--- config.mk ---
export PLATFORM = sky130hd
export DESIGN_NAME = pdc_acc
export DESIGN_NICKNAME = d
export VERILOG_FILES = /design/src/rtl/core/pdc_pkg.sv /design/src/rtl/core/pdc_acc.sv
export SDC_FILE = /design/constraint.sdc
export NUM_CORES = 1
export LEC_CHECK = 0
export ABC_AREA = 1
export BUFFER_PORTS_ARGS = -buffer_cell sky130_fd_sc_hd__buf_4
export CORE_ASPECT_RATIO = 0.7
export CORE_MARGIN = 2
export CORE_UTILIZATION = 50
export CTS_BUF_LIST = sky130_fd_sc_hd__clkbuf_16
export CTS_CLUSTER_SIZE = 30
export DETAILED_ROUTE_END_ITERATION = 10
export HOLD_SLACK_MARGIN = 0.1
export PLACE_DENSITY = 0.8
export SYNTH_ARGS = -nofsm -noshare
export SYNTH_HDL_FRONTEND = slang
export SYNTH_SLANG_ARGS = --single-unit
--- constraint.sdc ---
create_clock -name i_clk -period 9.3 [get_ports i_clk]
set_clock_uncertainty 0.05 [all_clocks]
set_input_delay 0.93 -clock i_clk [delete_from_list [all_inputs] [get_ports i_clk]]
set_output_delay 0.93 -clock i_clk [all_outputs]
set_load 0.05 [all_outputs]
--- src/rtl/core/pdc_pkg.sv ---
`default_nettype none

package pdc_pkg;

    // fixed-point formats
    localparam int FRAC    = 16;
    localparam int W_DATA  = 32;
    localparam int W_GAIN  = 32;
    localparam int W_LIMIT = 31;
    localparam int W_ERR   = W_DATA + 1;
    localparam int W_D1    = W_ERR + 1;
    localparam int W_D2    = W_ERR + 2;
    localparam int W_MUL   = W_GAIN + W_D2;
    localparam int W_PROD  = W_MUL - FRAC;
    localparam int W_INT   = 48;
    localparam int W_ISUM  = W_PROD + 1;
    localparam int W_SUM   = W_PROD + 2;

    localparam int W_CFG_IDX  = 3;
    localparam int W_CFG_DATA = 32;

    // configuration register indexes
    localparam logic [W_CFG_IDX-1:0] CFG_MODE      = 3'd0;
    localparam logic [W_CFG_IDX-1:0] CFG_GAIN_P    = 3'd1;
    localparam logic [W_CFG_IDX-1:0] CFG_GAIN_I    = 3'd2;
    localparam logic [W_CFG_IDX-1:0] CFG_GAIN_D    = 3'd3;
    localparam logic [W_CFG_IDX-1:0] CFG_OUT_LIMIT = 3'd4;

    // mode codes
    localparam logic MODE_POSITIONAL  = 1'b0;
    localparam logic MODE_INCREMENTAL = 1'b1;

    // action codes
    localparam logic ACT_STEP  = 1'b0;
    localparam logic ACT_CLEAR = 1'b1;

    // 500.0 in Q16.16
    localparam logic [W_LIMIT-1:0] OUT_LIMIT_RESET = 31'd32768000;

    localparam logic signed [W_INT-1:0] INT_MAX = {1'b0, {(W_INT-1){1'b1}}};
    localparam logic signed [W_INT-1:0] INT_MIN = {1'b1, {(W_INT-1){1'b0}}};

    typedef struct packed {
        logic                     mode;
        logic signed [W_GAIN-1:0] gain_p;
        logic signed [W_GAIN-1:0] gain_i;
        logic signed [W_GAIN-1:0] gain_d;
        logic [W_LIMIT-1:0]       out_limit;
    } t_cfg;

    typedef struct packed {
        logic                    action;
        logic signed [W_ERR-1:0] e;
        logic signed [W_D1-1:0]  d1;
        logic signed [W_D2-1:0]  d2;
    } t_err_stage;

    typedef struct packed {
        logic                     action;
        logic signed [W_PROD-1:0] pp;
        logic signed [W_PROD-1:0] pi;
        logic signed [W_PROD-1:0] pd;
    } t_prod_stage;

endpackage

`default_nettype wire

--- src/rtl/core/pdc_acc.sv ---
`default_nettype none

module pdc_acc
    import pdc_pkg::*;
(
    input  wire logic        i_clk,
    input  wire logic        i_rst_n,
    input  wire t_cfg        i_cfg,
    input  wire logic        i_valid,
    output logic             o_ready,
    input  wire t_prod_stage i_stage,
    output logic             o_valid,
    input  wire logic        i_ready,
    output logic [W_DATA-1:0] o_drive
);

    logic                     r_valid;
    logic signed [W_INT-1:0]  r_integral;
    logic signed [W_DATA-1:0] r_held;
    logic signed [W_ISUM-1:0] w_isum;
    logic signed [W_INT-1:0]  n_integral;
    logic signed [W_SUM-1:0]  w_next;
    logic signed [W_SUM-1:0]  w_lim;
    logic signed [W_SUM-1:0]  w_clamped;
    logic signed [W_DATA-1:0] n_held;
    logic                     w_accept;

    assign o_ready  = !r_valid || i_ready;
    assign w_accept = i_valid && o_ready;
    assign o_valid  = r_valid;
    assign o_drive  = r_held;

    always_comb begin
        w_isum = $signed({{(W_ISUM-W_INT){r_integral[W_INT-1]}}, r_integral})
               + $signed({{(W_ISUM-W_PROD){i_stage.pi[W_PROD-1]}}, i_stage.pi});
        // saturate the running sum to 48 bits
        if ((&w_isum[W_ISUM-1:W_INT-1]) || !(|w_isum[W_ISUM-1:W_INT-1])) begin
            n_integral = w_isum[W_INT-1:0];
        end else if (w_isum[W_ISUM-1]) begin
            n_integral = INT_MIN;
        end else begin
            n_integral = INT_MAX;
        end

        if (i_cfg.mode == MODE_INCREMENTAL) begin
            w_next = $signed({{(W_SUM-W_DATA){r_held[W_DATA-1]}}, r_held})
                   + $signed({{(W_SUM-W_PROD){i_stage.pp[W_PROD-1]}}, i_stage.pp})
                   + $signed({{(W_SUM-W_PROD){i_stage.pi[W_PROD-1]}}, i_stage.pi})
                   + $signed({{(W_SUM-W_PROD){i_stage.pd[W_PROD-1]}}, i_stage.pd});
        end else begin
            w_next = $signed({{(W_SUM-W_PROD){i_stage.pp[W_PROD-1]}}, i_stage.pp})
                   + $signed({{(W_SUM-W_INT){n_integral[W_INT-1]}}, n_integral})
                   + $signed({{(W_SUM-W_PROD){i_stage.pd[W_PROD-1]}}, i_stage.pd});
        end

        w_lim = $signed({{(W_SUM-W_LIMIT){1'b0}}, i_cfg.out_limit});
        if (w_next > w_lim) begin
            w_clamped = w_lim;
        end else if (w_next < -w_lim) begin
            w_clamped = -w_lim;
        end else begin
            w_clamped = w_next;
        end
        n_held = w_clamped[W_DATA-1:0];
    end

    always_ff @(posedge i_clk) begin
        if (!i_rst_n) begin
            r_valid    <= 1'b0;
            r_integral <= '0;
            r_held     <= '0;
        end else begin
            if (o_ready) begin
                r_valid <= i_valid;
            end
            if (w_accept) begin
                if (i_stage.action == ACT_CLEAR) begin
                    r_integral <= '0;
                    r_held     <= '0;
                end else begin
                    if (i_cfg.mode == MODE_POSITIONAL) begin
                        r_integral <= n_integral;
                    end
                    r_held <= n_held;
                end
            end
        end
    end

    a_drive_in_limit: assert property (@(posedge i_clk) disable iff (!i_rst_n)
        r_valid |-> ($signed({r_held[W_DATA-1], r_held}) <= $signed({2'b00, i_cfg.out_limit})
                  && $signed({r_held[W_DATA-1], r_held}) >= -$signed({2'b00, i_cfg.out_limit})))
        else $error("drive outside the output limit");

    a_clear_zero: assert property (@(posedge i_clk) disable iff (!i_rst_n)
        (w_accept && i_stage.action == ACT_CLEAR) |=> (r_valid && r_held == '0 && r_integral == '0))
        else $error("clear did not zero the output and integral");

    a_incr_keeps_integral: assert property (@(posedge i_clk) disable iff (!i_rst_n)
        (w_accept && i_stage.action == ACT_STEP && i_cfg.mode == MODE_INCREMENTAL)
        |=> $stable(r_integral))
        else $error("integral changed in incremental mode");

endmodule

`default_nettype wire
==> results of run 1 <==
-- layout by cell type (no fill, tap or decap), types with 4 or more instances in the layout --
cell type	count
a31oi_1	16
nor3_1	36
nor2_2	13
o21a_1	14
xnor2_1	31
a21boi_0	7
a211oi_1	4
ha_1	236
buf_4	310
nor4_1	13
buf_12	6
clkbuf_16	9
a21oi_1	316
inv_2	15
o21ai_1	19
or2_2	7
dfxtp_1	80
nor2_1	275
nand4_1	47
o21ai_0	142
o21ai_2	5
xor2_1	46
nand3b_1	7
nor3_2	8
nand3_1	281
o21bai_1	26
clkinv_1	19
nand2_2	46
a21oi_2	30
nand3_2	14
and3_1	5
fa_1	156
nand2_4	6
nand2_1	1030
inv_1	682
a21o_1	16
o221ai_1	5
-- layer usage --
layer,up-vias,wire length (um)
met5,-,0
met4,0,2050
met3,130,13100
met2,1397,35800
met1,11900,40000
li1,12500,-
-- worst register-to-register path, delay by kind of cell (launching register included) --
family / cells / cell delay [ns]
xor gates and xnor gates: 1 / 0.22
DFF: 1 / 0.34
adders and majority gates: 5 / 1.89
and+or+nand+nor: 23 / 2.65
buffers and inverters: 7 / 0.87
AOI/OAI and AO/OA: 12 / 2.44
-- kinds of logic (layout without fill, tap and decap cells) --
group	after synthesis	in the layout	share of synthesized area [%]
and+or+nand+nor	1798	1798	34.0
buffers and inverters	786	1048	13.8
AOI/OAI and AO/OA	618	618	15.3
adders and majority gates	392	392	26.7
DFF	81	81	7.12
xor gates and xnor gates	78	78	3.03
muxes	1	1	0.0439
other	0	1	0
-- per-stage QoR --
step                instances  instance area (um2)  utilization (%)  hold WS [ns]  worst slack, ns
floorplan                3754                22800                -         0.399             2.05
global placement         4603                25500             56.7         0.408            0.373
detailed placement       4603                25500             56.7         0.411            0.263
CTS                      4619                25800             57.3         0.421            0.659
global route             4620                25900             57.4         0.436          0.00999
finish                   4620                25900             57.4         0.424            0.472
-- cell usage after synthesis, types with 7 or more instances --
| cell type | number |
|---|---|
| nand2_1 | 1030 |
| inv_1 | 683 |
| a21oi_1 | 317 |
| nand3_1 | 281 |
| nor2_1 | 277 |
| ha_1 | 236 |
| fa_1 | 156 |
| o21ai_0 | 143 |
| dfxtp_1 | 81 |
| nand4_1 | 47 |
| nand2_2 | 46 |
| xor2_1 | 46 |
| nor3_1 | 37 |
| xnor2_1 | 31 |
| a21oi_2 | 29 |
| o21bai_1 | 26 |
| clkbuf_1 | 21 |
| buf_2 | 19 |
| clkinv_1 | 18 |
| o21ai_1 | 18 |
| a21o_1 | 16 |
| a31oi_1 | 16 |
| buf_6 | 15 |
| inv_2 | 15 |
| nand3_2 | 14 |
| o21a_1 | 14 |
| nor4_1 | 13 |
| nor2_2 | 11 |
| a21boi_0 | 7 |
| buf_4 | 7 |
| nand3b_1 | 7 |
| nor3_2 | 7 |
| or2_2 | 7 |
-- where the power goes --
group	total [W]	internal (W)	switching (W)
Clock	0.000408	0.000211	0.000197
Sequential	0.000425	0.000374	0.0000516
Combinational	0.00456	0.00155	0.00301
-- cell type report --
type,instances,area share (%)
multi-input cells,2887,69.8
inverters,716,10.4
repair buffers,316,9.47
flip-flops and latches,81,6.28
well taps,603,2.92
clock buffers,9,0.871
clock inverters,7,0.305
diodes,1,0.00968
-- sequential cells by signal, indices dropped and copies added (netlist names) --
signal and flops:
r_integral 48, o_drive 32, o_valid 1
-- worst paths after layout --
check | start | endpoint | slack, ns | cells after the start
max reg2reg | r_integral[0] | o_drive[14] | 0.79 | 48
min reg2reg | r_integral[45] | r_integral[45] | 0.42 | 2
min | r_integral[45] | r_integral[45] | 0.42 | 2
max | i_stage[51] | o_drive[14] | 0.47 | 49
==> impl_metrics.yaml, run 1 <==
critical_path:
  critPathCaptureType: "flip-flop"
  crit_required_ns: 9.56
  cp-start-kind: "primary input"
  crit_fanout: 24
  worst_path_most_repeated_cell: "nand2_1"
  worstPathArrival_ns: 9.09
  cpMaxStageDelayCell: "fa_1"
  crit_type: "primary input to flip-flop"
  critPathMaxStageDelay_ns: 0.48
  path_buf_inv: 8
  crit_family: "simple AND/OR/NAND/NOR gates"
timing:
  slew_viol_final: 0
  min_period_ns: 8.83
  rsz0062_at_grt: "false"
  finalHoldViolations: 0
  setup_tns_ns: 0
  worst_slew_pin_slew_ns: 0.952
  fin_crit_sh_pct: 94.9
  relSlewSlack_pct: 36.2
  setup_violations: 0
  max_clock_freq_mhz: 113
cells_and_area:
  multi_input_area_um2: 18000
  seq_area_um2: 1620
  drive_above_1_share_pct: 12.2
  area_growth_pct: 13.5
  nets: 4689
  fillers: 4638
synthesis:
  postSynthCellCount: 3754
  syn_area_um2: 22800
  synth_edf_count: 0
  avgSynthCellArea_um2: 6.07
  ys_seq_elements: 81
  synth_cell_types: 62
  yosys.area.top_type_share_pct: 17.0
  yosys_warnings: 0
  seq_area_frac_synth_pct: 7.12
  yosysTopAreaCell: "nand2_1"
  syn-num-nets: 4432
  synthTopCellsByArea: "nand2_1 17%, fa_1 14%, ha_1 13%, inv_1 11%, dfxtp_1 7.1%"
  synthArstFlopShare_pct: 0
  ys.flop_type: "dfxtp_1"
floorplan:
  rows: 65
  ios: 320
  die-height_um: 183
  initial_core_util_pct: 50.6
  fp.dieW_um: 259
  die_area_um2: 47300
  core_area_um2: 45100
routing:
  vias: 25900
  vias_per_cell: 5.60
  drt_pass1_iterations: 6
  routedWlPerCell_um: 19.7
  drc: 0
  first_iter_violations: 2932
  antenna_left: 0
  routed_wl_um: 90900
clock_tree:
  path_clk_slew_ns: 0.08
  cts-root-buf: "clkbuf_16"
  hold_buffers: 0
  clk_latency_ns: 0.40
  clock_sinks: 81
  post_cts_resized: 0
  cts.htree.levels: 3
  cts_tree: "yes"
  cts.path.max_buffers: 2
  post_cts_buffers: 0
  cts_buffers: 9
grt:
  grt_use_met1_pct: 56.8
  grt_overflow_total: 0
  antenna_found_initial: 1
  grt_use_met2_pct: 53.6
  track_usage_pct: 38.3
  grt_pass1_vias: 23700
  grt_max_degree: 58
  grt_pass1_wl_um: 137000
  globalRoute.busiestLayer: "met1"
  use_met3_pct: 11.9
placement:
  gp_congestion: 1.04
  portBuffers: 223
  hpwl_um: 78800
pwr:
  power.total_w: 0.00539
  p_per_area_nw_per_um2: 209
  leakage_nw: 14.1
  vdd_drop_max_v: 0.000162
hold_path:
  hp-class: "flip-flop to flip-flop"
run:
  drv_cap: 0
outcome:
  outcome: "completed"
Power figures use the tool's default switching activity.
==> run 2: changes to the inputs <==
ABC_AREA = 0   (was 1)
PLACE_DENSITY = 0.81   (was 0.8)
SKIP_LAST_GASP = 1   (was unset)
==> run 2 against run 1 <==
The flow now finishes with violations (negative setup slack). Critical path depth fell by 6. Largest power group unchanged. Sequential power increased by 2%. Critical path type unchanged. Count of clock-buffer cells in the layout stayed put. Sequential share of layout area down 0.51 points. Via count decreased by 2.4%.
==> impl_metrics.yaml, run 2 <==
floorplan:
  fp.dieW_um: 246
  rows: 61
  initial_core_util_pct: 51.1
  die-height_um: 173
  die_area_um2: 42600
  ios: 320
  core_area_um2: 40100
cells_and_area:
  stdcell_count: 4003
  drive_above_1_share_pct: 28.4
  area_growth_pct: 37.4
  nets: 4139
  largest_reg_flops: 48
  top_register: "r_integral"
  final_core_util_pct: 70.2
  final_cell_mix: "768 x buf_4, 284 x nand2_1, 268 x inv_1, 223 x o21ai_0, 216 x ha_1"
  fillers: 3226
  layout_commonest_cell: "buf_4"
synthesis:
  synth_compound_area_share_pct: 26.7
  syn-num-nets: 3459
  synth_cell_types: 95
  postSynthCellCount: 2781
  ys_seq_elements: 81
  yosys.area.top_type_share_pct: 15.3
  yosysTopAreaCell: "fa_1"
  synthArstFlopShare_pct: 0
  synth_fa_ha_area_share_pct: 29.7
  yosys.area_share.simple_pct: 20.3
  yosys_warnings: 0
  synth_commonest_cells: "287 x nand2_1, 274 x inv_1, 252 x o21ai_0, 236 x ha_1, 224 x a21oi_1"
  synthXorXnorAreaFrac_pct: 6.46
  syn_area_um2: 20500
  yosysMostFrequentCell: "nand2_1"
  ys.flop_type: "dfxtp_1"
  synth_top_family_by_area: "adder cells"
  synthTopCellsByArea: "fa_1 15%, ha_1 14%, dfxtp_1 7.9%, o21ai_0 6.2%, a21oi_1 5.5%"
  seq_area_frac_synth_pct: 7.92
  synth_edf_count: 0
  avgSynthCellArea_um2: 7.36
  synthMuxAreaShare_pct: 1.39
routing:
  antenna_left: 0
  first_iter_violations: 3228
  drt_pass1_iterations: 7
  routedWlPerCell_um: 22.8
  drc: 0
  maxUsedRoutingLayer: "met4"
  routed_wl_um: 91100
  wl_met2_um: 35900
  wl_met1_um: 39100
  vias: 25200
  vias_per_cell: 6.30
  wl_met3_um: 14000
pwr:
  p_clk_share_pct: 6.3
  p_int_w: 0.00319
  power.total_w: 0.00680
  p_seq_share_pct: 6.4
  vdd_drop_max_v: 0.000163
  p_comb_share_pct: 87.3
  leakage_nw: 13.6
  switchingPower_w: 0.00361
  p_per_area_nw_per_um2: 242
  sw_frac_of_total_pct: 53.1
critical_path:
  crit_type: "primary input to flip-flop"
  worstPathArrival_ns: 10.41
  critPathCaptureType: "flip-flop"
  crit_fanout: 7
  crit_required_ns: 9.54
  cp-start-kind: "primary input"
  critPathMaxStageDelay_ns: 0.59
  cpMaxStageDelayCell: "o21ai_0"
  crit_family: "compound AO/OA/AOI/OAI gates"
  path_buf_inv: 7
  worst_path_most_repeated_cell: "buf_4"
placement:
  hpwl_um: 74700
  dp.cells: 3936
  gp_congestion: 1.06
  portBuffers: 223
grt:
  grt_pass1_vias: 23800
  antenna_found_initial: 2
  grt_max_degree: 48
  track_usage_pct: 41.7
  grt_overflow_total: 0
  grt_pass1_wl_um: 137000
timing:
  layout_setup_ws_ns: -0.873
  setup_tns_ns: -25.14
  worst_slew_pin_slew_ns: 1.20
  min_period_ns: 10.17
  slew_viol_final: 0
  max_clock_freq_mhz: 98.3
  finalHoldViolations: 0
  relSlewSlack_pct: 20.1
  fin_crit_sh_pct: 109
  rsz0062_at_grt: "true"
  setup_violations: 32
run:
  drv_cap: 0
clock_tree:
  cts.htree.levels: 3
  clk_latency_ns: 0.40
  cts_tree: "yes"
  cts.path.max_buffers: 2
  path_clk_slew_ns: 0.08
  clock_sinks: 81
  hold_buffers: 0
  cts-root-buf: "clkbuf_16"
  cts_buffers: 9
hold_path:
  hp-class: "flip-flop to flip-flop"
outcome:
  violations: "negative setup slack"
  outcome: "complete, but fails checks"
run 2: changes by cell type after synthesis, sizes merged, moves of 31 or more:
cell	delta
xnor2	+73
nand2b	+31
a21o	+50
nand2	-795
a21oi	-122
clkbuf	+78
inv	-424
nor2	-75
o21ai	+89
nand3	-237
run 2: layer usage:
metal | GRT usage (%) | up-vias
met5 | 0 | -
met1 | 62.9 | 12000
met4 | 8.99 | 0
met2 | 57.5 | 1788
li1 | - | 11300
met3 | 12.3 | 197
run 2: stage by stage:
stage,setup WS (ns),hold WS [ns],instance area [um2]
2_1_floorplan,-0.0404,0.379,20800
3_3_place_gp,-1.17,0.388,26500
3_5_place_dp,-1.43,0.398,26500
4_1_cts,-0.490,0.415,27800
5_1_grt,-1.10,0.449,28100
6_report,-0.873,0.420,28100
run 2: cell families after synthesis:
logic type,count (synthesis)
AOI/OAI and AO/OA,860
xor gates and xnor gates,151
adders and majority gates,392
buffers and inverters,401
DFF,81
muxes,28
and+or+nand+nor,868
run 2: worst paths after layout:
check	slack, ns	end	cells after the start	from
max reg2reg	-0.60	o_drive[7]	42	r_integral[13]
max	-0.87	o_drive[7]	43	i_stage[65]
min reg2reg	0.42	r_integral[5]	2	r_integral[5]
min	0.42	r_integral[5]	2	r_integral[5]
run 2: power by group through the flow:
stage          Clock (W)  Sequential (W)  Combinational [W]
2_1_floorplan          0        0.000492            0.00301
3_3_place_gp           0        0.000434            0.00519
3_5_place_dp           0        0.000436            0.00530
4_1_cts         0.000432        0.000428            0.00562
5_1_grt         0.000442        0.000434            0.00631
6_report        0.000432        0.000433            0.00594
run 2: final cells by class:
type	count	area, um2	area share, %
clock inverter	7	101	0.360
antenna	2	5.00	0.0178
tap	535	669	2.38
clock buffer	9	225	0.800
timing repair buffer	795	6230	22.1
multi-input combinational	2300	18300	64.9
sequential	81	1620	5.77
inverter	274	1030	3.66
run 2: worst reg2reg max path: cells and delay by family, from the launching register on:
| kind | cells | cell delay, ns |
|---|---|---|
| compound gates | 20 | 4.62 |
| simple gates | 9 | 2.01 |
| fa+ha+maj | 4 | 1.41 |
| buf+inv | 6 | 0.93 |
| flops | 1 | 0.35 |
| xor+xnor | 2 | 0.31 |
| mux | 1 | 0.09 |
run 2: timing repair:
item                       in CTS  in global routing
buffers inserted               33                 11
resized for setup             125                 53
cloned                          6                  0
setup endpoints to repair      32                 32
pin swaps                      70                 47
