<file path="src/rtl/core/pdc_pkg.sv">
`default_nettype none

package pdc_pkg;

    // fixed-point formats
    localparam int FRAC    = 16;
    localparam int W_DATA  = 32;
    localparam int W_GAIN  = 32;
    localparam int W_LIMIT = 31;
    localparam int W_ERR   = W_DATA + 1;
    localparam int W_D1    = W_ERR + 1;
    localparam int W_D2    = W_ERR + 2;
    localparam int W_MUL   = W_GAIN + W_D2;
    localparam int W_PROD  = W_MUL - FRAC;
    localparam int W_INT   = 48;
    localparam int W_ISUM  = W_PROD + 1;
    localparam int W_SUM   = W_PROD + 2;

    localparam int W_CFG_IDX  = 3;
    localparam int W_CFG_DATA = 32;

    // configuration register indexes
    localparam logic [W_CFG_IDX-1:0] CFG_MODE      = 3'd0;
    localparam logic [W_CFG_IDX-1:0] CFG_GAIN_P    = 3'd1;
    localparam logic [W_CFG_IDX-1:0] CFG_GAIN_I    = 3'd2;
    localparam logic [W_CFG_IDX-1:0] CFG_GAIN_D    = 3'd3;
    localparam logic [W_CFG_IDX-1:0] CFG_OUT_LIMIT = 3'd4;

    // mode codes
    localparam logic MODE_POSITIONAL  = 1'b0;
    localparam logic MODE_INCREMENTAL = 1'b1;

    // action codes
    localparam logic ACT_STEP  = 1'b0;
    localparam logic ACT_CLEAR = 1'b1;

    // 500.0 in Q16.16
    localparam logic [W_LIMIT-1:0] OUT_LIMIT_RESET = 31'd32768000;

    localparam logic signed [W_INT-1:0] INT_MAX = {1'b0, {(W_INT-1){1'b1}}};
    localparam logic signed [W_INT-1:0] INT_MIN = {1'b1, {(W_INT-1){1'b0}}};

    typedef struct packed {
        logic                     mode;
        logic signed [W_GAIN-1:0] gain_p;
        logic signed [W_GAIN-1:0] gain_i;
        logic signed [W_GAIN-1:0] gain_d;
        logic [W_LIMIT-1:0]       out_limit;
    } t_cfg;

    typedef struct packed {
        logic                    action;
        logic signed [W_ERR-1:0] e;
        logic signed [W_D1-1:0]  d1;
        logic signed [W_D2-1:0]  d2;
    } t_err_stage;

    typedef struct packed {
        logic                     action;
        logic signed [W_PROD-1:0] pp;
        logic signed [W_PROD-1:0] pi;
        logic signed [W_PROD-1:0] pd;
    } t_prod_stage;

endpackage

`default_nettype wire

</file>
<file path="src/rtl/core/pdc_err.sv">
`default_nettype none

module pdc_err
    import pdc_pkg::*;
(
    input  wire logic                     i_clk,
    input  wire logic                     i_rst_n,
    input  wire logic                     i_valid,
    output logic                          o_ready,
    input  wire logic                     i_action,
    input  wire logic signed [W_DATA-1:0] i_setpoint,
    input  wire logic signed [W_DATA-1:0] i_measured,
    output logic                          o_valid,
    input  wire logic                     i_ready,
    output t_err_stage                    o_stage
);

    logic                    r_valid;
    t_err_stage              r_stage;
    logic signed [W_ERR-1:0] r_e1;
    logic signed [W_ERR-1:0] r_e2;
    logic signed [W_ERR-1:0] n_e;
    t_err_stage              n_stage;
    logic                    w_accept;

    assign o_ready  = !r_valid || i_ready;
    assign w_accept = i_valid && o_ready;
    assign o_valid  = r_valid;
    assign o_stage  = r_stage;

    always_comb begin
        n_e = $signed({i_setpoint[W_DATA-1], i_setpoint})
            - $signed({i_measured[W_DATA-1], i_measured});
        n_stage.action = i_action;
        n_stage.e      = n_e;
        n_stage.d1     = $signed({n_e[W_ERR-1], n_e}) - $signed({r_e1[W_ERR-1], r_e1});
        // e - 2*e1 + e2
        n_stage.d2     = $signed({{2{n_e[W_ERR-1]}}, n_e})
                       - $signed({r_e1[W_ERR-1], r_e1, 1'b0})
                       + $signed({{2{r_e2[W_ERR-1]}}, r_e2});
    end

    always_ff @(posedge i_clk) begin
        if (!i_rst_n) begin
            r_valid <= 1'b0;
            r_e1    <= '0;
            r_e2    <= '0;
        end else begin
            if (o_ready) begin
                r_valid <= i_valid;
            end
            if (w_accept) begin
                if (i_action == ACT_CLEAR) begin
                    r_e1 <= '0;
                    r_e2 <= '0;
                end else begin
                    r_e1 <= n_e;
                    r_e2 <= r_e1;
                end
            end
        end
    end

    always_ff @(posedge i_clk) begin
        if (w_accept) begin
            r_stage <= n_stage;
        end
    end

    a_clear_history: assert property (@(posedge i_clk) disable iff (!i_rst_n)
        (w_accept && i_action == ACT_CLEAR) |=> (r_e1 == '0 && r_e2 == '0))
        else $error("error history not cleared");

endmodule

`default_nettype wire

</file>
<file path="config.mk">
export PLATFORM = sky130hd
export DESIGN_NAME = pdc_err
export DESIGN_NICKNAME = d
export VERILOG_FILES = /design/src/rtl/core/pdc_pkg.sv /design/src/rtl/core/pdc_err.sv
export SDC_FILE = /design/constraint.sdc
export NUM_CORES = 1
export LEC_CHECK = 0
export ABC_CLOCK_PERIOD_IN_PS = 6800
export BUFFER_PORTS_ARGS = -buffer_cell sky130_fd_sc_hd__buf_2
export CORE_MARGIN = 4
export CORE_UTILIZATION = 63
export CTS_CLUSTER_SIZE = 24
export DETAILED_ROUTE_END_ITERATION = 10
export GPL_ROUTABILITY_DRIVEN = 0
export HOLD_SLACK_MARGIN = 0.12
export PLACE_DENSITY_LB_ADDON = 0.25
export SETUP_SLACK_MARGIN = 0.1
export SLEW_MARGIN = 10
export SYNTH_ARGS = -nofsm -noshare
export SYNTH_HDL_FRONTEND = slang
export SYNTH_SLANG_ARGS = --single-unit
</file>
<file path="constraint.sdc">
create_clock -name i_clk -period 6.8 [get_ports i_clk]
set_input_delay 0 -clock i_clk [delete_from_list [all_inputs] [get_ports i_clk]]
set_output_delay 0 -clock i_clk [all_outputs]
set_load 0.01 [all_outputs]
</file>
==> impl_metrics.ini, run 1 <==
[timing]
skew_ns = 0.00965
hold_ws_ns = 0.141
finalCritPeriodShare_pct = 68.2
tns_ns = 0
rsz0062_at_grt = no
min_period_ns = 4.64
slew_headroom_pct = 30.5
worstMarginPinSlew_ns = 1.04
hold_viol = 0
setup_viol = 0
fmax_mhz = 216
slew_viol_final = 0

[final_layout]
regArea_um2 = 4430
antennaDiodeCount = 0
syn_to_final_growth_pct = 13.5
drive_gt1_share_pct = 15.5
nets = 1659
finish.utilization_pct = 73.1
multi_input_area_um2 = 6880
fillers = 1371

[worst_setup_path]
critPathRequiredTime_ns = 6.97
path_class = input port to flop
cpPeakStageDelay_ns = 0.51
critPathCaptureType = flop
worstPathCellList = buf_2 > inv_1 > ha_1 > inv_1 > fa_1 > a21o_1 > nand3_1 > a31oi_2 > o21ai_1 > o31ai_2 > a211oi_1 > xnor2_1 > inv_1 > fa_1 > inv_1 > ha_1 > a21o_1 > a21o_1 > a21oi_1 > and3_1 > o21ai_0 > a21oi_1 > nor2_1 > xor2_1
startpoint_type = input port
critPathBufInv = 5
path_delay_family = compound AO/OA/AOI/OAI gates
regToRegSetupSlack_ns = 3.19
cp_common_cell = inv_1
cp_data_arrival_time_ns = 4.81
crit_fanout = 7
slowest_stage = fa_1

[power]
intPower_uw = 2940
ir_worst_vdd_mv = 0.172
pwr-share-clk_pct = 20.8
pwr-share-seq_pct = 30.9
total_power_uw = 4820
p_leak_uw = 0.00590
power.density_nw_per_um2 = 351
switching_share_pct = 38.9
netSwitchingPower_uw = 1870
combPwrFrac_pct = 48.3

[clocking]
cts.sinks = 170
htree_levels = 4
path_clk_slew_ns = 0.07
clk_path_buf_depth = 2
cts_tree = built
cts_buffers = 17
post_cts_buffers = 0
cts_resized = 0
root_buffer = clkbuf_16
hold_buffers = 2
worstSkewPairLatency_ns = 0.43

[floorplan]
die_h_um = 146
die-area_um2 = 21500
core.rowCount = 50
start_util_pct = 64.4
core_um2 = 18800
die-width_um = 146
io-pin-count = 174

[global_route]
grtUsageMet3_pct = 4.84
grt.total_usage_pct = 26.8
met1_usage_pct = 38.7
antenna_found_initial = 1
grt-ovfl-total = 0
grt_first_pass_wirelength_mm = 47.1
grt_max_degree = 87
top_usage_layer = met2
grt.met2_usage_pct = 40.8
grt_pass1_vias = 9557

[drt]
drtIter0Drc = 996
viasPerCell = 6.05
dr_total_vias = 10300
first_pass_iters = 6
finalWirelength_mm = 29.3
wl_per_cell_um = 17.2
drcViolationCount = 0
antenna_left = 0

[synthesis]
synth_area_um2 = 12100
synth.area.top_cells = edfxtp_1, dfxtp_1, ha_1
ys.flop_type = edfxtp_1
yosysMostFrequentCell = inv_1
synth.distinct_cells = 74
ys_async_sr_fraction_pct = 0
yosys.area.top_type = edfxtp_1
yosysWarnings = 0
synthTopCellsByCount = inv_1, a21oi_1, edfxtp_1
synth_seq_cells = 170
ys_seq_area_share_pct = 36.7
synthDominantCellAreaShare_pct = 25.6
netlist_instances = 1309
syn-num-nets = 1512
synth-edff-count = 103
syn_avg_cell_area_um2 = 9.23

[placed_design]
io_buffers = 173
dp_hpwl_mm = 21.7

[job]
drv_cap = 0

[outcome]
status = finished, final reports clean

[hold_path]
min_path_type = input port to flop
[state kept, by name, summed over array words and instances, names as in the netlist]
register  flops
o_stage     103
r_e1         33
r_e2         33
o_valid       1
[power by group through the flow]
stage | Sequential (uW) | Combinational [uW] | Clock (uW)
2_1_floorplan | 1610 | 1550 | 0
3_3_place_gp | 1510 | 2200 | 0
3_5_place_dp | 1510 | 2250 | 0
4_1_cts | 1490 | 2290 | 1010
5_1_grt | 1510 | 2560 | 1060
6_report | 1490 | 2320 | 1000
[layer usage]
| layer | vias to the layer above | wire (um) |
|---|---|---|
| met2 | 505 | 12900 |
| met3 | 71 | 2550 |
| met4 | 2 | 829 |
| met1 | 4799 | 13000 |
| met5 | - | 7 |
| li1 | 4919 | - |
[cell families after synthesis]
| family | after synthesis | share of synthesized area, % |
|---|---|---|
| flops | 170 | 36.7 |
| xor+xnor | 86 | 6.24 |
| compound gates | 385 | 20.9 |
| buf+inv | 206 | 6.40 |
| fa+ha+maj | 134 | 16.1 |
| simple gates | 326 | 13.5 |
| mux | 2 | 0.166 |
[area by class of cell]
class	instances	area share [%]
timing repair buffer	178	6.62
clock inverter	11	0.940
clock buffer	21	3.52
multi-input combinational	933	50.2
sequential	170	32.3
inverter	156	4.29
tap	234	2.13
[path summary, 6_finish.rpt]
path,from,endpoint,cells after the start
max,i_setpoint[0],o_stage[27]$_DFFE_PP_,24
min,i_rst_n,r_e2[4]$_SDFFE_PN0P_,3
max reg2reg,r_e1[1]$_SDFFE_PN0P_,o_stage[30]$_DFFE_PP_,11
min reg2reg,r_e1[27]$_SDFFE_PN0P_,r_e1[27]$_SDFFE_PN0P_,1
[per-stage QoR]
step	std cells	worst slack (ns)	area (um^2)
finish	1703	2.16	13700
global route	1703	1.85	13700
CTS	1703	2.25	13700
detailed placement	1669	1.80	13100
global placement	1669	2.00	13100
floorplan	1309	2.61	12100
[cells in the final DEF, fill, tap and decap left out, types with 16 or more instances in the layout]
cell type,instances
inv_1,155
nand3_1,19
fa_1,35
dfxtp_1,67
a21oi_1,134
nand4_1,17
buf_2,173
a21o_1,54
nor3_1,46
nand2_1,77
xor2_1,39
o21a_1,16
o21ai_0,56
edfxtp_1,103
xnor2_1,47
clkbuf_16,19
nor2_1,59
nor2b_1,58
ha_1,99
[worst register-to-register path: stages, from the launching register on]
cell and delay, ns:
dfxtp_1 0.33, inv_1 0.13, fa_1 0.51, ha_1 0.35
nor2b_1 0.16, o31ai_1 0.42, a211o_1 0.23, o221ai_1 0.24
a31o_2 0.38, a21boi_2 0.27, o311ai_1 0.16, xor2_1 0.17
(Power assumes the default switching activity.)
==> run 2, diff against run 1 <==
--- a/config.mk
+++ b/config.mk
@@ -5,10 +5,10 @@
 export SDC_FILE = /design/constraint.sdc
 export NUM_CORES = 1
 export LEC_CHECK = 0
-export ABC_CLOCK_PERIOD_IN_PS = 6800
+export ABC_CLOCK_PERIOD_IN_PS = 4800
 export BUFFER_PORTS_ARGS = -buffer_cell sky130_fd_sc_hd__buf_2
 export CORE_MARGIN = 4
-export CORE_UTILIZATION = 63
+export CORE_UTILIZATION = 59
 export CTS_CLUSTER_SIZE = 24
 export DETAILED_ROUTE_END_ITERATION = 10
 export GPL_ROUTABILITY_DRIVEN = 0
==> constraint.sdc (replaced) <==
create_clock -name i_clk -period 4.8 [get_ports i_clk]
set_input_delay 0 -clock i_clk [delete_from_list [all_inputs] [get_ports i_clk]]
set_output_delay 0 -clock i_clk [all_outputs]
set_load 0.01 [all_outputs]
==> run 2 against run 1 <==
  * Utilization decreased by 3.6 points
  * Design area rose by 2.2%
  * Clock power grew 43%
  * Power rose by 44%
  * First-iteration DRC count fell by 9.7%
  * Critical endpoint unchanged
  * Largest cell class unchanged
==> impl_metrics.ini, run 2 (synthesis results as in run 1) <==
[timing]
slew_viol_final = 0
min_period_ns = 4.34
hold_viol = 0
setup_viol = 0
rsz0062_at_grt = no
worstMarginPinSlew_ns = 0.869
skew_ns = 0.0114
slew_headroom_pct = 41.8
finalCritPeriodShare_pct = 90.4
fmax_mhz = 231

[worst_setup_path]
cpPeakStageDelay_ns = 0.50
path_class = input port to flop
crit_fanout = 4
cp_data_arrival_time_ns = 4.52
cp_common_cell = inv_1
startpoint_type = input port
worstPathCellList = buf_2 > inv_1 > ha_1 > inv_1 > fa_1 > a21o_1 > nand3_1 > a31oi_2 > o21ai_1 > o31ai_2 > a211oi_1 > xnor2_1 > inv_1 > fa_1 > inv_1 > ha_1 > a21o_1 > a21o_1 > a21oi_1 > and3_1 > o21ai_0 > a21oi_2 > nor2_1 > xor2_1
critPathCaptureType = flop
critPathRequiredTime_ns = 4.98
slowest_stage = fa_1

[global_route]
grt-ovfl-total = 0
grt_first_pass_wirelength_mm = 48.0
antenna_found_initial = 0
grt.total_usage_pct = 26.5
grt_pass1_vias = 9575
grt_max_degree = 86

[drt]
antenna_left = 0
drtIter0Drc = 899
first_pass_iters = 6
wl_per_cell_um = 17.1
viasPerCell = 5.79
drcViolationCount = 0
dr_total_vias = 10300
finalWirelength_mm = 30.2

[final_layout]
layout_commonest_cell = buf_2
layout_common_cells = buf_2, inv_1, a21oi_1
fillers = 1604
antennaDiodeCount = 0
final_cells = 1771
drive_gt1_share_pct = 17.3
nets = 1691
largest_register_ff_count = 103
syn_to_final_growth_pct = 16.1

[clocking]
path_clk_slew_ns = 0.07
post_cts_buffers = 0
cts.sinks = 170
cts_tree = built
root_buffer = clkbuf_16
clk_path_buf_depth = 2
htree_levels = 4
worstSkewPairLatency_ns = 0.43
cts_buffers = 17

[hold_path]
min_path_type = input port to flop

[outcome]
status = finished, final reports clean

[floorplan]
core_um2 = 20200
core.rowCount = 52
io-pin-count = 174
die-width_um = 151
die-area_um2 = 22800
die_h_um = 151
start_util_pct = 59.9

[power]
intPower_uw = 4260
netSwitchingPower_uw = 2700
switching_share_pct = 38.8
pwr-share-clk_pct = 20.5
combPwrFrac_pct = 49.3
pwr-share-seq_pct = 30.2
total_power_uw = 6960
power.density_nw_per_um2 = 496
p_leak_uw = 0.00607
ir_worst_vdd_mv = 0.284

[job]
drv_cap = 0

[placed_design]
dp_hpwl_mm = 22.7
io_buffers = 173
place_inst = 1735
## run 2: cell types whose count changed in the layout (fill, tap and decap cells not counted), moves of 2 or more
cell / change
buf_4: +30
clkbuf_1: -2
clkbuf_8: +2
dlygate4sd3_1: +2
## run 2: final timing paths
kind	from	cells after the start	slack, ns	endpoint
worst max-delay path	i_setpoint[0]	24	0.46	o_stage[27]$_DFFE_PP_
worst min-delay path	i_rst_n	3	0.15	r_e2[4]$_SDFFE_PN0P_
worst max register to register	r_e1[1]$_SDFFE_PN0P_	11	1.29	o_stage[30]$_DFFE_PP_
worst min register to register	r_e1[29]$_SDFFE_PN0P_	2	0.46	r_e1[29]$_SDFFE_PN0P_
## run 2: cell type report
cell class / instances / area (um^2) / area share, %
multi-input cells: 933 / 6880 / 49.1
flip-flops and latches: 170 / 4430 / 31.6
repair buffers: 210 / 1150 / 8.23
inverters: 156 / 588 / 4.19
clock buffers: 22 / 528 / 3.77
well taps: 270 / 338 / 2.41
clock inverters: 10 / 97.6 / 0.696
## run 2: through the flow
step	hold slack, ns	TNS [ns]	utilization [%]	area, um^2	worst slack (ns)
finish	0.146	0	69.5	14000	0.462
global route	0.164	0	69.5	14000	0.166
CTS	0.133	0	69.5	14000	0.419
detailed placement	0.298	-0.00363	66.2	13400	-0.00363
global placement	0.267	0	66.2	13400	0.113
floorplan	0.0989	0	-	12100	0.611
## run 2: per-layer routing
layer | part of all wire, % | global-route usage, % | vias up
met1 | 46 | 39.7 | 4750
met3 | 8.5 | 4.37 | 51
met4 | 2.1 | 7.75 | 0
li1 | - | - | 4994
met5 | 0 | 0 | -
met2 | 43 | 39.6 | 455
## run 2: what timing repair did
item | in CTS | in global routing
endpoints found under the hold margin | 2 | 0
hold buffers | 4 | 0
gates resized for setup | 0 | 1
setup endpoints to repair | 0 | 1
## run 2: worst max-delay path, delay by kind of cell
family / cells / cell delay [ns]
xor gates and xnor gates: 2 / 0.46
adders and majority gates: 4 / 1.21
AOI/OAI and AO/OA: 10 / 2.10
and+or+nand+nor: 3 / 0.38
buffers and inverters: 5 / 0.34
## run 2: power groups by stage
stage          clock network [uW]  registers, uW  logic [uW]
6_report                     1430           2100        3430
5_1_grt                      1520           2130        3780
4_1_cts                      1440           2110        3370
3_5_place_dp                    0           2130        3320
3_3_place_gp                    0           2140        3260
2_1_floorplan                   0           2290        2190
==> run 3, diff against run 2 <==
--- a/config.mk
+++ b/config.mk
@@ -5,15 +5,16 @@
 export SDC_FILE = /design/constraint.sdc
 export NUM_CORES = 1
 export LEC_CHECK = 0
-export ABC_CLOCK_PERIOD_IN_PS = 4800
+export ABC_CLOCK_PERIOD_IN_PS = 5600
 export BUFFER_PORTS_ARGS = -buffer_cell sky130_fd_sc_hd__buf_2
 export CORE_MARGIN = 4
-export CORE_UTILIZATION = 59
+export CORE_UTILIZATION = 63
 export CTS_CLUSTER_SIZE = 24
 export DETAILED_ROUTE_END_ITERATION = 10
 export GPL_ROUTABILITY_DRIVEN = 0
 export HOLD_SLACK_MARGIN = 0.12
 export PLACE_DENSITY_LB_ADDON = 0.25
+export REMOVE_ABC_BUFFERS = 1
 export SETUP_SLACK_MARGIN = 0.1
 export SLEW_MARGIN = 10
 export SYNTH_ARGS = -nofsm -noshare
==> constraint.sdc (replaced) <==
create_clock -name i_clk -period 5.6 [get_ports i_clk]
set_input_delay 0 -clock i_clk [delete_from_list [all_inputs] [get_ports i_clk]]
set_output_delay 0 -clock i_clk [all_outputs]
set_load 0.01 [all_outputs]
==> run 3 against run 2 <==
  * Utilization rose by 3.9 points
  * Design area down 1.7%
  * Wire length shrank 0.89%
  * Final cell count fell by 3.4%
  * Clock power down 13%
  * Critical path type unchanged
  * Critical endpoint unchanged
==> impl_metrics.ini, run 3 (synthesis results as in run 1) <==
[outcome]
status = finished, final reports clean

[floorplan]
core.rowCount = 50
die_h_um = 146
start_util_pct = 64.4
die-width_um = 146
die-area_um2 = 21500
io-pin-count = 174
core_um2 = 18800

[timing]
setup_ws_ns = 0.593
tns_ns = 0
setup_viol = 0
finalCritPeriodShare_pct = 89.4
hold_viol = 0
skew_ns = 0.00933
fmax_mhz = 200
slew_headroom_pct = 40.5
worstMarginPinSlew_ns = 0.890
rsz0062_at_grt = no
min_period_ns = 5.01
slew_viol_final = 0

[clocking]
clk_path_buf_depth = 2
path_clk_slew_ns = 0.06
cts_buffers = 17
post_cts_buffers = 0
cts_tree = built
cts.sinks = 170
htree_levels = 4
root_buffer = clkbuf_16
worstSkewPairLatency_ns = 0.44

[power]
total_power_uw = 5920
p_leak_uw = 0.00595
power.density_nw_per_um2 = 429
ir_worst_vdd_mv = 0.240

[drt]
drtIter0Drc = 1061
finalWirelength_mm = 29.9
viasPerCell = 6.03
first_pass_iters = 5
dr_total_vias = 10300
drcViolationCount = 0
antenna_left = 0
wl_per_cell_um = 17.5

[global_route]
grt.total_usage_pct = 27.4
antenna_found_initial = 0
grt_pass1_vias = 9770
grt-ovfl-total = 0
grt_max_degree = 57
grt_first_pass_wirelength_mm = 47.9

[final_layout]
layout_common_cells = buf_2, inv_1, a21oi_1
fillers = 1391
finalInstanceArea_um2 = 13800
nets = 1667
regArea_um2 = 4430
layout_commonest_cell = buf_2
finish.utilization_pct = 73.4
drive_gt1_share_pct = 15.9
largest_register_ff_count = 103
multi_input_area_um2 = 6880
antennaDiodeCount = 0
syn_to_final_growth_pct = 14.1

[job]
drv_cap = 0

[placed_design]
io_buffers = 173
place_area_um2 = 13100
dp_hpwl_mm = 22.2
post-place-ws_ns = 0.714

[worst_setup_path]
critPathRequiredTime_ns = 5.78
cp_data_arrival_time_ns = 5.19
path_class = input port to flop
crit_fanout = 7
startpoint_type = input port
critPathCaptureType = flop

[hold_path]
min_path_type = input port to flop
-- run 3: cell count changes in the layout (fill, tap and decap cells not counted), sizes merged --
cell         change
buf             -23
clkinv           +2
dlygate4sd3      -1
clkbuf           -2
bufinv           +3
inv              -3
-- run 3: power by group --
part           internal (uW)  switching [uW]  total [uW]
Combinational           1140            1710        2860
Clock                    757             497        1250
Sequential              1730            79.1        1810
-- run 3: layer usage --
layer | GRT usage [%] | part of all wire (%)
met2 | 43.0 | 45
met4 | 9.03 | 2.3
met1 | 38.6 | 44
met5 | 0 | 0
met3 | 4.87 | 8.4
-- run 3: what timing repair did --
item | CTS | global route
hold buffers | 3 | 0
endpoints found under the hold margin | 3 | 0
gates resized for setup | 0 | 0
-- run 3: layout make-up --
type                    count  area share [%]
repair buffers            186            7.04
well taps                 234            2.12
inverters                 156            4.27
clock buffers              20            3.24
multi-input cells         933            49.9
clock inverters            12            1.24
flip-flops and latches    170            32.2
-- run 3: stage by stage --
| stage | hold WS (ns) | std cells |
|---|---|---|
| final | 0.146 | 1711 |
| after global routing | 0.178 | 1711 |
| after CTS | 0.138 | 1711 |
| after detailed placement | 0.274 | 1676 |
| after global placement | 0.266 | 1676 |
| after floorplan | 0.0989 | 1259 |
-- run 3: critical path, stage by stage --
cell           delay (ns)
dlygate4sd3_1        0.52
buf_2                0.12
ha_1                 0.22
inv_1                0.09
fa_1                 0.20
a21o_1               0.14
nand3_1              0.11
a31oi_2              0.27
o21ai_1              0.18
o31ai_2              0.39
a211oi_1             0.15
xnor2_1              0.41
inv_1                0.12
fa_1                 0.50
inv_1                0.05
ha_1                 0.38
a21o_1               0.19
a21o_1               0.17
a21oi_1              0.20
and3_1               0.18
o21ai_0              0.07
a21oi_1              0.28
nor2_1               0.10
xor2_1               0.14
-- run 3: path summary, 6_finish.rpt --
| path | cells after the start | from | endpoint | slack (ns) |
|---|---|---|---|---|
| setup / recovery | 24 | i_measured[0] | o_stage[27]$_DFFE_PP_ | 0.59 |
| hold / removal | 4 | i_setpoint[0] | o_stage[69]$_DFFE_PP_ | 0.15 |
| setup reg to reg | 11 | r_e1[1]$_SDFFE_PN0P_ | o_stage[30]$_DFFE_PP_ | 2.07 |
| hold reg to reg | 2 | r_e1[29]$_SDFFE_PN0P_ | r_e1[29]$_SDFFE_PN0P_ | 0.47 |
